## config.mk

```make
export PLATFORM = sky130hd
export DESIGN_NAME = smeu_ctrl
export DESIGN_NICKNAME = d
export VERILOG_FILES = /design/src/hdl/smeu_pkg.sv /design/src/hdl/smeu_ctrl.sv
export SDC_FILE = /design/constraint.sdc
export NUM_CORES = 1
export LEC_CHECK = 0
export ABC_AREA = 1
export BUFFER_PORTS_ARGS = -buffer_cell sky130_fd_sc_hd__buf_2
export CORE_AREA = 2 2 39 41
export CTS_CLUSTER_DIAMETER = 30
export DETAILED_ROUTE_END_ITERATION = 8
export DIE_AREA = 0 0 41 43
export GPL_ROUTABILITY_DRIVEN = 0
export PLACE_DENSITY = 0.48
export REMOVE_ABC_BUFFERS = 1
export SLEW_MARGIN = 20
export SYNTH_ARGS = -nofsm -noshare
export SYNTH_HDL_FRONTEND = slang
export SYNTH_SLANG_ARGS = --single-unit
```

## constraint.sdc

```tcl
create_clock -name clk -period 1.1 [get_ports clk]
set_input_delay 0.055 -clock clk [delete_from_list [all_inputs] [get_ports clk]]
set_output_delay 0.055 -clock clk [all_outputs]
set_load 0.005 [all_outputs]
```

## src/hdl/smeu_pkg.sv

```systemverilog
// Package for the stack machine execute unit: opcodes, error codes,
// controller states and the command/status structs. No dependencies.
package smeu_pkg;

    localparam int WORD_W = 64;

    typedef enum logic [3:0] {
        OP_PUSH = 4'd0,
        OP_POP  = 4'd1,
        OP_SWAP = 4'd2,
        OP_DUP  = 4'd3,
        OP_ADD  = 4'd4,
        OP_SUB  = 4'd5,
        OP_MUL  = 4'd6,
        OP_DIV  = 4'd7,
        OP_CMP  = 4'd8,
        OP_NEG  = 4'd9
    } op_t;

    typedef enum logic [1:0] {
        ERR_NONE  = 2'd0,
        ERR_UNDER = 2'd1,
        ERR_OVER  = 2'd2,
        ERR_DIVZ  = 2'd3
    } err_t;

    typedef enum logic [2:0] {
        ST_IDLE,
        ST_READ,
        ST_EXEC,
        ST_ITER,
        ST_WRITE,
        ST_OUT
    } state_t;

    // controller -> datapath
    typedef struct packed {
        logic load;      // capture input transaction
        logic rd_b;      // read top entry
        logic rd_a;      // read second entry
        logic exec;      // decide and start
        logic iter;      // one mul/div step
        logic commit;    // write back result and count
        logic out_load;  // load output register
    } cmd_t;

    // datapath -> controller
    typedef struct packed {
        logic need_iter;  // mul/div started
        logic iter_done;  // last step done
    } stat_t;

endpackage

```

## src/hdl/smeu_ctrl.sv

```systemverilog
// Controller state machine for the stack machine execute unit.
// Depends on smeu_pkg.
module smeu_ctrl
(
    input  logic           clk,
    input  logic           rst_n,
    input  logic           in_fire,
    input  logic           out_busy,
    input  smeu_pkg::stat_t stat,
    output logic           in_ready,
    output smeu_pkg::cmd_t cmd
);

    smeu_pkg::state_t state_reg, state_next;

    always_ff @(posedge clk or negedge rst_n)
    begin
        if (!rst_n)
        begin
            state_reg <= smeu_pkg::ST_IDLE;
        end
        else
        begin
            state_reg <= state_next;
        end
    end

    // next state
    always_comb
    begin
        state_next = state_reg;
        unique case (state_reg)
            smeu_pkg::ST_IDLE:  if (in_fire) state_next = smeu_pkg::ST_READ;
            smeu_pkg::ST_READ:  state_next = smeu_pkg::ST_EXEC;
            smeu_pkg::ST_EXEC:
                state_next = stat.need_iter ? smeu_pkg::ST_ITER : smeu_pkg::ST_WRITE;
            smeu_pkg::ST_ITER:  if (stat.iter_done) state_next = smeu_pkg::ST_WRITE;
            smeu_pkg::ST_WRITE: state_next = smeu_pkg::ST_OUT;
            smeu_pkg::ST_OUT:   if (!out_busy) state_next = smeu_pkg::ST_IDLE;
            default:            state_next = smeu_pkg::ST_IDLE;
        endcase
    end

    // outputs
    always_comb
    begin
        cmd = '0;
        in_ready = 1'b0;
        unique case (state_reg)
            smeu_pkg::ST_IDLE:
            begin
                in_ready = 1'b1;
                cmd.load = in_fire;
                cmd.rd_b = in_fire;
            end
            smeu_pkg::ST_READ:  cmd.rd_a = 1'b1;
            smeu_pkg::ST_EXEC:  cmd.exec = 1'b1;
            smeu_pkg::ST_ITER:  cmd.iter = 1'b1;
            smeu_pkg::ST_WRITE: cmd.commit = 1'b1;
            smeu_pkg::ST_OUT:   cmd.out_load = !out_busy;
            default:            cmd = '0;
        endcase
    end

endmodule

```

==> flow_summary.ini, run 1 <==
[run_status]
status = finished, violations left
violations = setup timing

[detailed_routing]
dr.pass1.iters = 2
wl_per_cell_um = 9.13
vias_per_cell = 4.00
routed_wl_um = 694
drt_iter0_drc = 1
drtAntennaViolNets = 0
remaining_drc_errors = 0
vias = 304

[power]
leakage_nw = 0.248
power_mw = 1.24
p_per_area_nw_per_um2 = 2760
ir_drop_v = 0.00100

[worst_setup_path]
worstPathArrival_ns = 1.13
crit_buf_inv = 2
cp_max_fo = 5
start_kind = register
crit_required_ns = 1.04
path_depth = 4
critical-path-top-delay-family = flip-flops
crit_type = reg -> out
crit_slowest_cell = dfrtp_2
end_kind = output port
r2r_cells = 6
crit_chain = nor2_4 > inv_2 > nor3_2 > buf_2
cpPeakStageDelay_ns = 0.44

[logic_synthesis]
yosysSeqAreaShare_pct = 30.5
synth_compound_area_share_pct = 10.2
yosys.area.top_type = dfrtp_1
avgSynthCellArea_um2 = 6.85
yosysTopAreaCellShare_pct = 30.5
ys_ff_latch = 3
synthArstFlopShare_pct = 100
syn_area_um2 = 246
yosys-top-cells-area = dfrtp_1 (30%), nor2_1 (9.1%), nand2_1 (7.6%)
synthTopCellsByCount = nor2_1 (6), nand2_1 (5), inv_1 (4)
synthSimpleGateAreaFrac_pct = 47.2
synthFlopType = dfrtp_1
yosys.cell_count.top_type = nor2_1
synth_adder_area_share_pct = 0
synth_cell_types = 15
synth_top_family_by_area = simple AND/OR/NAND/NOR gates
synth_edf_count = 0
synth-xor-area-share_pct = 0
syn_inst = 36
synthMuxAreaShare_pct = 0
yosysWarnings = 0

[timing]
final-max-slew-violation-count = 0
min_period_ns = 1.18
rsz0062_at_grt = true
max_freq_mhz = 846
fin_worst_hold_slack_ns = 0.108
setup_slack_ns = -0.0818
worstMarginPinSlew_ns = 0.157
setup_viol = 7
final_hold_viol_count = 0
finalCritPeriodShare_pct = 107
slew-limit-headroom_pct = 89.5
clock_skew_ns = 0.00199

[global_routing]
antenna_found_initial = 0
grt-ovfl-total = 0
grt_pass1_vias = 287
grt_max_degree = 6
grt_pass1_wl_mm = 1.05
track_usage_pct = 9.56

[clocking]
cts_sinks = 3
clock-root-buffer = clkbuf_4
cts_tree = yes
h-tree-depth = 1
cts_buffers = 3
clkTransAtPathRegs_ns = 0.04
insertion_delay_ns = 0.23
clock_path_buffers = 2

[die]
initial_utilization_pct = 17.8
pin_count = 14
core_um2 = 1380
fp.dieH_um = 43
die-area_um2 = 1760
rows = 14
fp.dieW_um = 41

[placed_design]
place_hpwl_um = 470
place_inst = 65
io_buffer_count = 13

[cells_and_area]
n_antenna_cell = 0
finish.utilization_pct = 32.4
nets = 67
largest_register_ff_count = 3
syn_to_final_growth_pct = 81.7
drive_above_1_share_pct = 68.3
stdcell_count = 76

[job]
drv_cap = 0

[worst_hold_path]
holdPathStages = 4
hp-class = in -> reg
report_power, final:
group	total [mW]	leakage, nW	switching [mW]	internal (mW)
sequential	0.250	0.0354	0.0806	0.169
combinational	0.791	0.198	0.402	0.389
clock	0.195	0.0150	0.0588	0.136
total	1.24	0.248	0.542	0.694
cell usage in the layout, fill, tap and decap left out, drive strengths merged:
cell	instances
nand4	1
nor2	10
clkbuf	4
nand2	8
o21bai	1
nor3	2
nand3	2
dfrtp	3
a21oi	2
buf	20
dlygate4sd3	1
inv	6
final timing paths:
| path | from | end | slack (ns) |
|---|---|---|---|
| worst max-delay path | state_reg[0]$_DFFE_PN0P_ | cmd[5] | -0.08 |
| worst min-delay path | stat[0] | state_reg[1]$_DFFE_PN0P_ | 0.11 |
| worst max register to register | state_reg[0]$_DFFE_PN0P_ | state_reg[0]$_DFFE_PN0P_ | -0.01 |
| worst min register to register | state_reg[0]$_DFFE_PN0P_ | state_reg[2]$_DFFE_PN0P_ | 0.72 |
| max in group asynchronous | rst_n | state_reg[1]$_DFFE_PN0P_ | 0.83 |
| min in group asynchronous | rst_n | state_reg[0]$_DFFE_PN0P_ | 0.15 |
per-stage QoR:
step	setup WS [ns]	cell area (µm²)	setup TNS (ns)
after floorplan	0.133	239	0
after global placement	0.0594	332	0
after detailed placement	0.0390	332	0
after CTS	-0.0840	429	-0.238
after global routing	-0.146	448	-0.795
final	-0.0818	448	-0.226
worst reg2reg max path, cell delays in order, from the launching register on:
cell and delay, ns:
dfrtp_2 0.44, buf_4 0.15, nand2_2 0.06, nor2_4 0.04, nand2_2 0.07, nand2_1 0.05, o21bai_2 0.18
metal layers:
layer	routed length [µm]	global-route usage (%)
met1	258	10.0
met2	397	13.4
met3	21	3.14
met4	16	10.0
met5	0	0
kinds of logic (layout without fill, tap and decap cells):
logic type | after synthesis | count (layout)
flip-flops | 3 | 3
AO/OA/AOI/OAI | 3 | 3
buffers and inverters | 7 | 31
AND/OR/NAND/NOR | 23 | 23
layout make-up:
type | count | area (µm²)
clock buffers | 4 | 26.3
fillers | 157 | 936
inverters | 6 | 22.5
multi-input cells | 26 | 174
flip-flops and latches | 3 | 77.6
well taps | 16 | 20.0
repair buffers | 21 | 128
timing repair:
action	4_1_cts	5_1_grt
setup buffers	6	0
resized for setup	5	5
pin swaps	1	3
hold buffers	1	0
hold endpoints to repair	3	0
setup endpoints to repair	7	9
Power figures use the tool's default switching activity.
==> inputs of run 2 (changes only) <==
--- a/config.mk
+++ b/config.mk
@@ -8,10 +8,12 @@
 export ABC_AREA = 1
 export BUFFER_PORTS_ARGS = -buffer_cell sky130_fd_sc_hd__buf_2
 export CORE_AREA = 2 2 39 41
+export CTS_BUF_LIST = sky130_fd_sc_hd__clkbuf_2
 export CTS_CLUSTER_DIAMETER = 30
 export DETAILED_ROUTE_END_ITERATION = 8
 export DIE_AREA = 0 0 41 43
 export GPL_ROUTABILITY_DRIVEN = 0
+export MAX_ROUTING_LAYER = met4
 export PLACE_DENSITY = 0.48
 export REMOVE_ABC_BUFFERS = 1
 export SLEW_MARGIN = 20
==> flow_summary.ini, run 2 (synthesis gave the netlist of run 1 again) <==
[power]
ir_drop_v = 0.000944
switching_share_pct = 45.4
comb_power_share_pct = 66.3
p_seq_share_pct = 20.7
intPower_mw = 0.657
switching_power_mw = 0.547
leakage_nw = 0.251
clockPowerShare_pct = 13.0
p_per_area_nw_per_um2 = 2710

[die]
rows = 14
die-area_um2 = 1760
core_um2 = 1380
pin_count = 14
fp.dieW_um = 41
initial_utilization_pct = 17.8
fp.dieH_um = 43

[cells_and_area]
layout_commonest_cell = buf_2
syn_to_final_growth_pct = 80.2
nFillCells = 159
n_antenna_cell = 0
nets = 67
fin_area_um2 = 444
final_cell_mix = buf_2 (13), buf_4 (7)
largest_register_ff_count = 3
drive_above_1_share_pct = 71.7

[clocking]
cts_tree = yes
h-tree-depth = 1
clock-root-buffer = clkbuf_2
cts_buffers = 3
clock_path_buffers = 2
clkTransAtPathRegs_ns = 0.04
insertion_delay_ns = 0.21
cts_sinks = 3

[timing]
fin_worst_hold_slack_ns = 0.133
finalCritPeriodShare_pct = 105
clock_skew_ns = 0.00334
final-max-slew-violation-count = 0
final_hold_viol_count = 0
setup_viol = 3
setup_slack_ns = -0.0594
rsz0062_at_grt = true
worstMarginPinSlew_ns = 0.157
slew-limit-headroom_pct = 89.5
min_period_ns = 1.16
max_freq_mhz = 862

[worst_hold_path]
hp-class = in -> reg
holdPathEnd = state_reg[1]$_DFFE_PN0P_
holdCritStartpoint = stat[0]
holdPathStages = 4

[detailed_routing]
dr.pass1.iters = 2
drt_iter0_drc = 1
routed_wl_um = 691
wl_per_cell_um = 9.09
vias_per_cell = 3.99
vias = 303
drtAntennaViolNets = 0
remaining_drc_errors = 0

[worst_setup_path]
cp_max_fo = 5
crit_required_ns = 1.04
cpPeakStageDelay_ns = 0.44
end_kind = output port
r2r-start = state_reg[0]$_DFFE_PN0P_
crit_chain = nor2_4 > inv_2 > nor3_2 > buf_2
r2r_slack_ns = -0.02
crit_slowest_cell = dfrtp_2
crit_type = reg -> out
start_kind = register
rr_endpoint = state_reg[0]$_DFFE_PN0P_
worstPathArrival_ns = 1.10
r2r_cells = 6
crit_start = state_reg[0]$_DFFE_PN0P_

[global_routing]
track_usage_pct = 9.69
grt_max_degree = 6
grt_pass1_vias = 287
grt_pass1_wl_mm = 1.03
grt-ovfl-total = 0
antenna_found_initial = 0

[job]
drv_cap = 0

[run_status]
status = finished, violations left
violations = setup timing

[placed_design]
place_hpwl_um = 470
io_buffer_count = 13
place_area_um2 = 332
## run 2: area by class of cell
cell class                      instances  area (µm²)  share of cell area, %
Multi-Input combinational cell         26         176                   39.7
Timing Repair Buffer                   21         128                   28.7
Sequential cell                         3        77.6                   17.5
Inverter                                6        22.5                   5.07
Clock buffer                            4        20.0                   4.51
Tap cell                               16        20.0                   4.51
## run 2: metrics by stage
stage	worst slack [ns]	util, %	cells	setup TNS (ns)	total power, mW
after floorplan	0.133	-	35	0	0.593
after global placement	0.0594	24.0	65	0	0.791
after detailed placement	0.0390	24.0	65	0	0.785
after CTS	-0.0677	30.2	76	-0.154	1.13
after global routing	-0.139	32.1	76	-0.738	1.32
final	-0.0594	32.1	76	-0.134	1.20
## run 2: worst max-delay path by stage
stage / endpoint / slack [ns] / depth (start not counted)
detailed placement: cmd[6] / 0.04 / 4
global placement: state_reg[0]$_DFFE_PN0P_ / 0.06 / 5
global route: cmd[6] / -0.14 / 4
finish: cmd[5] / -0.06 / 4
CTS: cmd[5] / -0.07 / 4
floorplan: cmd[5] / 0.13 / 3
## run 2: repair_timing
action / CTS / global route
setup endpoints to repair: 7 / 10
buffers inserted: 6 / 0
pin swaps: 1 / 5
hold buffers: 1 / 0
resized for setup: 4 / 7
hold endpoints to repair: 3 / 0
## run 2: metal layers
layer | vias to the layer above | global-route usage, % | part of all wire, %
met5 | - | - | 0
met4 | 0 | 10.0 | 2.3
met3 | 2 | 3.14 | 3.0
met2 | 5 | 13.8 | 58
met1 | 135 | 9.39 | 36
li1 | 161 | - | -
## run 2: critical path, delay by kind of cell (launching register included)
kind / cells / cell delay [ns]
DFF: 1 / 0.44
buffers and inverters: 2 / 0.20
and+or+nand+nor: 2 / 0.25
## run 2: power groups by stage
stage               sequential [mW]  clock [mW]  combinational [mW]
finish                        0.250       0.157               0.798
global route                  0.254       0.183               0.884
CTS                           0.227       0.168               0.737
detailed placement            0.241           0               0.544
global placement              0.238           0               0.553
floorplan                     0.230           0               0.364
